===== src/hw/rtl/assert_macros.svh =====
// Assertion helpers used by the console renderer RTL.
`ifndef ASSERT_MACROS_SVH
`define ASSERT_MACROS_SVH
`ifndef SYNTH
`define ASSERT_ALWAYS(label, ck, rs, prop, msg) \
  label: assert property (@(posedge ck) disable iff (rs) (prop)) else $error(msg);
`define ASSERT_NEVER(label, ck, rs, expr, msg) \
  label: assert property (@(posedge ck) disable iff (rs) !(expr)) else $error(msg);
`else
`define ASSERT_ALWAYS(label, ck, rs, prop, msg)
`define ASSERT_NEVER(label, ck, rs, expr, msg)
`endif
`endif


===== src/hw/rtl/tcgr_pkg.sv =====
package tcgr_pkg;

  localparam int CODE_W      = 8;
  localparam int CURSOR_W    = 12;
  localparam int GW_W        = 5;
  localparam int GH_W        = 6;
  localparam int LOAD_ROW_W  = 5;
  localparam int GLYPH_ROW_W = 16;
  localparam int COLOR_W     = 24;
  localparam int KIND_W      = 2;
  localparam int CFG_DATA_W  = 24;
  localparam int CFG_INDEX_W = 3;

  localparam int DEF_GLYPH_COUNT      = 256;
  localparam int DEF_MAX_GLYPH_HEIGHT = 32;
  localparam int DEF_MAX_GLYPH_WIDTH  = 16;
  localparam int DEF_TAB_CELLS        = 4;

  localparam int RST_GLYPH_WIDTH   = 8;
  localparam int RST_GLYPH_HEIGHT  = 16;
  localparam int RST_SCREEN_WIDTH  = 1024;
  localparam int RST_SCREEN_HEIGHT = 768;
  localparam logic [COLOR_W-1:0] RST_INK_COLOR = 24'h00ff00;

  localparam int MIN_SCREEN_WIDTH  = 16;
  localparam int MIN_SCREEN_HEIGHT = 32;

  localparam logic OP_RENDER = 1'b0;
  localparam logic OP_LOAD   = 1'b1;

  localparam logic [KIND_W-1:0] KIND_PAINT  = 2'd0;
  localparam logic [KIND_W-1:0] KIND_CLEAR  = 2'd1;
  localparam logic [KIND_W-1:0] KIND_SCROLL = 2'd2;

  localparam logic [CODE_W-1:0] CHAR_BACKSPACE = 8'd8;
  localparam logic [CODE_W-1:0] CHAR_TAB       = 8'd9;
  localparam logic [CODE_W-1:0] CHAR_NEWLINE   = 8'd10;

  localparam logic [CFG_INDEX_W-1:0] CFG_GLYPH_WIDTH   = 3'd0;
  localparam logic [CFG_INDEX_W-1:0] CFG_GLYPH_HEIGHT  = 3'd1;
  localparam logic [CFG_INDEX_W-1:0] CFG_SCREEN_WIDTH  = 3'd2;
  localparam logic [CFG_INDEX_W-1:0] CFG_SCREEN_HEIGHT = 3'd3;
  localparam logic [CFG_INDEX_W-1:0] CFG_INK_COLOR     = 3'd4;

  typedef struct packed {
    logic                   op;
    logic [CODE_W-1:0]      char_code;
    logic [LOAD_ROW_W-1:0]  load_row;
    logic [GLYPH_ROW_W-1:0] load_bits;
  } in_item_t;

  typedef struct packed {
    logic [KIND_W-1:0]      kind;
    logic [CURSOR_W-1:0]    pixel_x;
    logic [CURSOR_W-1:0]    pixel_y;
    logic [GLYPH_ROW_W-1:0] row_mask;
    logic [COLOR_W-1:0]     color;
    logic                   last;
  } out_item_t;

endpackage


===== src/hw/rtl/tcgr_mod_unit.sv =====
module tcgr_mod_unit import tcgr_pkg::*; #(
  parameter int DIVISOR_W = 9
) (
  input  logic                 clk,
  input  logic                 rst,
  input  logic                 start,
  input  logic [CURSOR_W-1:0]  dividend,
  input  logic [DIVISOR_W-1:0] divisor,
  output logic                 done,
  output logic [DIVISOR_W-1:0] remainder
);

  localparam int STEP_W = $clog2(CURSOR_W);

  logic                 busy;
  logic [STEP_W-1:0]    step;
  logic [CURSOR_W-1:0]  num;
  logic [DIVISOR_W-1:0] den;
  logic [DIVISOR_W:0]   trial;
  logic [DIVISOR_W:0]   den_ext;

  assign trial   = {remainder, num[CURSOR_W-1]};
  assign den_ext = {1'b0, den};

  always_ff @(posedge clk) begin
    if (rst) begin
      busy <= 1'b0;
      done <= 1'b0;
      step <= '0;
    end else begin
      done <= 1'b0;
      if (start) begin
        busy <= 1'b1;
        step <= STEP_W'(CURSOR_W - 1);
      end else if (busy) begin
        step <= step - STEP_W'(1);
        if (step == '0) begin
          busy <= 1'b0;
          done <= 1'b1;
        end
      end
    end
  end

  // one quotient bit a cycle, restoring
  always_ff @(posedge clk) begin
    if (start) begin
      num       <= dividend;
      den       <= divisor;
      remainder <= '0;
    end else if (busy) begin
      num <= num << 1;
      if (trial >= den_ext) begin
        remainder <= DIVISOR_W'(trial - den_ext);
      end else begin
        remainder <= DIVISOR_W'(trial);
      end
    end
  end

endmodule

===== config.mk =====
export PLATFORM = sky130hd
export DESIGN_NAME = tcgr_mod_unit
export DESIGN_NICKNAME = d
export VERILOG_FILES = /design/src/hw/rtl/assert_macros.svh /design/src/hw/rtl/tcgr_pkg.sv /design/src/hw/rtl/tcgr_mod_unit.sv
export SDC_FILE = /design/constraint.sdc
export NUM_CORES = 1
export LEC_CHECK = 0
export ABC_AREA = 1
export BUFFER_PORTS_ARGS = -buffer_cell sky130_fd_sc_hd__buf_2
export CAP_MARGIN = 20
export CORE_MARGIN = 3
export CORE_UTILIZATION = 55
export CTS_BUF_LIST = sky130_fd_sc_hd__clkbuf_8
export CTS_CLUSTER_DIAMETER = 80
export DETAILED_ROUTE_END_ITERATION = 8
export PLACE_DENSITY_LB_ADDON = 0.12
export SLEW_MARGIN = 25
export SYNTH_ARGS = -nofsm -noshare
export SYNTH_HDL_FRONTEND = slang
export SYNTH_SLANG_ARGS = --single-unit

===== constraint.sdc =====
create_clock -name clk -period 3.06 [get_ports clk]
set_input_delay 0.306 -clock clk [delete_from_list [all_inputs] [get_ports clk]]
set_output_delay 0.306 -clock clk [all_outputs]
set_load 0.05 [all_outputs]

* After elaboration in Yosys (flattened, before gate mapping)
Cells that the tools add are included.
** Storage, ports and cells
- Bits of input ports :: 24
- Register bits :: 36
** Operators by class
- Reduce and logical (&&, ||, !) cells :: 4
- Add/sub/neg operators :: 2
- Muxes and demuxes :: 9
- Bitwise operators :: 1
- $lt $le $gt $ge :: 1
** Operator list (number)
- $mux W12 :: 2
- $ge A10 B9 Y1 :: 1
- $mux W9 :: 1
- $sub A9 B9 Y9 :: 1
- $mux W4 :: 2
- $logic_not A4 Y1 :: 1
- $mux W1 :: 4
- $sub A4 B1 Y4 const B :: 1
- $reduce_or A3 Y1 :: 1
- $reduce_bool A2 Y1 :: 1
- $reduce_or A2 Y1 :: 1
- $not A1 Y1 :: 1

* Longest topological paths before layout
- Depth in word-level cells :: 4
- Depth in mapped cells :: 13
- Depth with buffers taken out :: 13

* Least setup slack after synthesis
Ideal clock, no wire load.
- Path type :: reg2reg
- From :: register remainder[4]
- To :: register remainder[8]
- Required time :: 3000 ps
- Data arrival time :: 1803 ps
- Clock period less this slack :: 1863 ps
- Library setup time :: 60 ps
- Buffers on the path :: 0
- Cell stages (with the launch flop) :: 11
- Setup slack :: 1197 ps
- Path through :: dfxtp_1 > ha_1 > nand2_1 > inv_1 > a21oi_2 > nand2_1 > nand2_4 > nand2_8 > nand2_1 > nand3_1 > nand2_1
** On the way
- Cells in the longest elaborated chain, start to end :: 2
- Elaborated cells on any way between the ends :: 3
** RTL lines
- start, declared :: line tcgr_mod_unit.sv:10 : output logic [DIVISOR_W-1:0] remainder
- start signal, assigned :: line tcgr_mod_unit.sv:54 : remainder <= DIVISOR_W'(trial - den_ext);
- start signal, assigned :: line tcgr_mod_unit.sv:56 : remainder <= DIVISOR_W'(trial);
- $sub A9 B9 Y9 or $ge A10 B9 Y1 (tied branches) :: line tcgr_mod_unit.sv:54, tcgr_mod_unit.sv:53
- $mux W9 * :: line tcgr_mod_unit.sv:53 : if (trial >= den_ext) begin
Every way passes the cells marked *; elsewhere a longest branch is shown, timed or not.
A chain may end at the register's enable or synchronous reset.

* Final worst setup path
- From :: register num[11]
- To :: register remainder[8]
** On the way
- Cells in the longest elaborated chain, start to end :: 2
- Elaborated cells on any way between the ends :: 3
** RTL lines
- start, declared :: line tcgr_mod_unit.sv:17 : logic [CURSOR_W-1:0] num;
- start signal, assigned :: line tcgr_mod_unit.sv:48 : num <= dividend;
- start signal, assigned :: line tcgr_mod_unit.sv:52 : num <= num << 1;
- $sub A9 B9 Y9 or $ge A10 B9 Y1 (tied branches) :: line tcgr_mod_unit.sv:54, tcgr_mod_unit.sv:53
- $mux W9 * :: line tcgr_mod_unit.sv:53
Marked as above.

==> report_table.html <==
<table>
<tr><th>Metric</th><th>Value</th></tr>
<tr><th colspan="2">STA</th></tr>
<tr><td>Count of pins over their slew limit</td><td>0</td></tr>
<tr><td>Crit path time final</td><td>1.856 ns</td></tr>
<tr><td>Setup repair after global routing missed its margin</td><td>false</td></tr>
<tr><td>Sum of negative setup slack</td><td>0 ns</td></tr>
<tr><td>Final cycle utilization of the critical path</td><td>between 60% and 70%</td></tr>
<tr><td>Tightest Pin Transition</td><td>~0.70 ns</td></tr>
<tr><td>Worst rel slew slack</td><td>a little over half</td></tr>
<tr><td>Final setup viols</td><td>0</td></tr>
<tr><td>Worst clock skew</td><td>around 0.010 ns</td></tr>
<tr><td>Peak clock frequency supported by timing</td><td>approximately 540 MHz</td></tr>
<tr><td>Hold violation count in the final report</td><td>0</td></tr>
<tr><th colspan="2">Finish</th></tr>
<tr><td>Diodes inserted</td><td>0</td></tr>
<tr><td>Area taken by multi-input logic gates</td><td>875.8 sq um</td></tr>
<tr><td>Area added between synthesis and finish</td><td>14.19%</td></tr>
<tr><td>Layout Nets</td><td>330</td></tr>
<tr><td>Sequential cell area</td><td>930.9 sq um</td></tr>
<tr><td>Layout cells sized above 1</td><td>15.54%</td></tr>
<tr><td>Post-Layout Cell Count</td><td>342</td></tr>
<tr><td>Filler cell count in the final layout</td><td>a little under 300</td></tr>
<tr><th colspan="2">Clock network</th></tr>
<tr><td>Count of clock tree sinks</td><td>36</td></tr>
<tr><td>Clock latency on the worst-skew pair</td><td>between 0.2 and 0.3 ns</td></tr>
<tr><td>Total of cells resized after clock tree synthesis</td><td>0</td></tr>
<tr><td>H-tree lvl count</td><td>2</td></tr>
<tr><td># hold bufs at CTS</td><td>0</td></tr>
<tr><td>Number of setup buffers added after CTS</td><td>0</td></tr>
<tr><td>Longest Clk Path Bufs</td><td>2</td></tr>
<tr><td>CTS tree</td><td>built</td></tr>
<tr><td>Reg clk slew, reported paths</td><td>about 0.070 ns</td></tr>
<tr><td>Cts bufs inserted</td><td>5</td></tr>
<tr><td>Library cell used as clock root buffer</td><td>clkbuf_8</td></tr>
<tr><th colspan="2">Logic synthesis</th></tr>
<tr><td>Share of the yosys chip area belonging to registers</td><td>a little under half</td></tr>
<tr><td>Seq cells post-synth</td><td>36</td></tr>
<tr><td>Number of different library cells in the post-synthesis netlist</td><td>26</td></tr>
<tr><td>Post-synthesis cell count</td><td>between 200 and 300</td></tr>
<tr><td>Yosys warning count</td><td>0</td></tr>
<tr><td>Net count after synthesis</td><td>295</td></tr>
<tr><td>Post-synthesis area per instance</td><td>approximately 7.7 sq um</td></tr>
<tr><td>Post-synth design cell area</td><td>approximately 2000 sq um</td></tr>
<tr><th colspan="2">GRT</th></tr>
<tr><td>Via count of the first global-routing pass</td><td>about 1.6k</td></tr>
<tr><td>Grt total ovfl</td><td>0</td></tr>
<tr><td>Total track usage</td><td>just over 20%</td></tr>
<tr><td>Wire length of the first global-routing pass</td><td>between 6000 and 7000 um</td></tr>
<tr><td>Pin count of the biggest net entering global routing</td><td>26</td></tr>
<tr><td>Antenna violations before repair</td><td>0</td></tr>
<tr><th colspan="2">Floorplanning</th></tr>
<tr><td>Initial Util</td><td>approximately 59%</td></tr>
<tr><td>Cell Rows</td><td>21</td></tr>
<tr><td>Total die area</td><td>approximately 4400 sq um</td></tr>
<tr><td>Std-Cell Core Area</td><td>approximately 3400 sq um</td></tr>
<tr><td>I/O pin count</td><td>34</td></tr>
<tr><td>Horiz. Die Dim</td><td>~66 um</td></tr>
<tr><td>Die Y</td><td>66.47 um</td></tr>
<tr><th colspan="2">Critical path</th></tr>
<tr><td>Capturing element type of the critical path</td><td>register</td></tr>
<tr><td>Peak fanout along the critical path</td><td>10</td></tr>
<tr><td>Req. time, crit path</td><td>between 3 and 4 ns</td></tr>
<tr><td>Critical path startpoint category</td><td>register</td></tr>
<tr><td>Crit path kind</td><td>reg -&gt; reg</td></tr>
<tr><td>Arrival time at the worst endpoint</td><td>roughly 2.1 ns</td></tr>
<tr><th colspan="2">Pwr</th></tr>
<tr><td>Power per unit of standard cell area</td><td>between 400 and 500 nW/um^2</td></tr>
<tr><td>Leakage power</td><td>around 0.0013 uW</td></tr>
<tr><td>Worst voltage drop across the vdd grid</td><td>about 0.43 mV</td></tr>
<tr><th colspan="2">Placed design</th></tr>
<tr><td>Weighted congestion at the end of routability-driven global placement</td><td>0.7888</td></tr>
<tr><td>Number of buffers inserted by port buffering</td><td>33</td></tr>
<tr><td>DPL Wire Length</td><td>about 3100 um</td></tr>
<tr><td>Placed insts</td><td>between 300 and 400</td></tr>
<tr><th colspan="2">Routing</th></tr>
<tr><td>1st-iter DRT viols</td><td>92</td></tr>
<tr><td>Final routed wirelength across all metal layers</td><td>about 4000 um</td></tr>
<tr><td>Via count</td><td>1677</td></tr>
<tr><td>Number of vias per cell</td><td>4.904</td></tr>
<tr><td>Post-detailed-route DRC marker count</td><td>0</td></tr>
<tr><td>Wire length per cell</td><td>11.59 um</td></tr>
<tr><td>Number of iterations in the first detailed-routing pass</td><td>5</td></tr>
<tr><td>Antenna violation net count after detailed routing</td><td>0</td></tr>
<tr><th colspan="2">Status</th></tr>
<tr><td>Run status</td><td>completed</td></tr>
<tr><th colspan="2">Run</th></tr>
<tr><td>Max Cap Viol</td><td>0</td></tr>
<tr><th colspan="2">Hold path</th></tr>
<tr><td>Path category of the worst min-delay check</td><td>in -&gt; reg</td></tr>
</table>
==> final cells by class <==
type	count	area share, %
clock buffers	6	3.597
multi-input cells	173	38.15
clock inverters	2	0.3270
flip-flops and latches	36	40.55
inverters	45	7.357
well taps	46	2.507
repair buffers	34	7.520
==> cell usage after synthesis <==
cell type,count,area [sq um]
a21oi_1,4,20.02
a21oi_2,1,8.760
a221oi_1,1,8.760
a31oi_1,1,6.260
buf_2,1,5.000
buf_4,1,7.510
buf_6,1,11.26
clkbuf_1,3,11.26
dfxtp_1,15,300.3
edfxtp_1,21,630.6
fa_1,1,20.02
ha_1,10,125.1
inv_1,45,168.9
nand2_1,101,379.1
nand2_2,1,6.260
nand2_4,1,11.26
nand2_8,1,20.02
nand3_1,28,140.1
nand4_1,2,12.51
nor2_1,11,41.29
nor2_2,1,6.260
nor2b_4,1,13.76
nor3_1,3,15.01
o211ai_1,1,7.510
o31ai_1,1,7.510
xnor2_1,3,26.28
==> kinds of logic (layout without fill, tap and decap cells) <==
group / after synthesis / after routing / synth area share, %
adders and majority gates: 11 / 11 / 7.218
xor gates and xnor gates: 3 / 3 / 1.307
and+or+nand+nor: 150 / 150 / 32.11
AOI/OAI and AO/OA: 9 / 9 / 2.925
DFF: 36 / 36 / 46.30
buffers and inverters: 51 / 87 / 10.14
==> metrics by stage <==
step | power [uW] | area, sq um | worst slack (ns) | hold slack, ns | util (%)
after floorplan | 697.9 | 2011 | 1.197 | 0.3754 | -
final | 1068 | 2296 | 1.204 | 0.1943 | 67.22
after detailed placement | 747.1 | 2206 | 1.205 | 0.4621 | 64.58
after global placement | 743.7 | 2206 | 1.266 | 0.4617 | 64.58
after global routing | 1124 | 2296 | 1.046 | 0.1810 | 67.22
after CTS | 1078 | 2296 | 1.202 | 0.1854 | 67.22
==> layer usage <==
metal	track usage (%)	routed length (um)	up-vias
met5	0	0	-
met4	7.614	55	0
met3	2.867	220	8
met2	34.32	1882	52
met1	27.03	1806	729
li1	-	-	888
==> state kept, by name, indices dropped and copies added (netlist names) <==
register,flops
num,12
den,9
remainder,9
step,4
busy,1
done,1
==> where the power goes <==
group	internal, uW	leakage (uW)	total, uW	switching (uW)
logic	61.6	0.000879	171	109
clock network	177	0.0000500	330	153
registers	553	0.000333	567	14.8
==> critical path, stage by stage (launching register included) <==
cell and delay [ns]:
edfxtp_1 0.35, inv_1 0.08, ha_1 0.15, inv_1 0.07
fa_1 0.42, nand4_1 0.14, nand2_1 0.11, nand2_4 0.15
nand2_8 0.08, nand2_1 0.08, nand3_1 0.06, nand2_1 0.09
==> layout by cell type (no fill, tap or decap), types with 2 or more instances in the layout <==
| cell type | Yosys | layout |
|---|---|---|
| nand2_1 | 101 | 101 |
| inv_1 | 45 | 46 |
| buf_2 | 1 | 33 |
| nand3_1 | 28 | 28 |
| edfxtp_1 | 21 | 21 |
| dfxtp_1 | 15 | 15 |
| nor2_1 | 11 | 11 |
| ha_1 | 10 | 10 |
| clkbuf_8 | 0 | 6 |
| a21oi_1 | 4 | 4 |
| nor3_1 | 3 | 3 |
| xnor2_1 | 3 | 3 |
| nand4_1 | 2 | 2 |
==> worst paths after layout <==
check	startpoint	end	slack [ns]	cells after the start
max	num[11]	remainder[8]	1.20	11
max reg2reg	num[11]	remainder[8]	1.20	11
min	divisor[6]	den[6]	0.19	1
min reg2reg	step[3]	step[3]	0.47	2
Note: power is estimated with default switching activity, not from simulation.
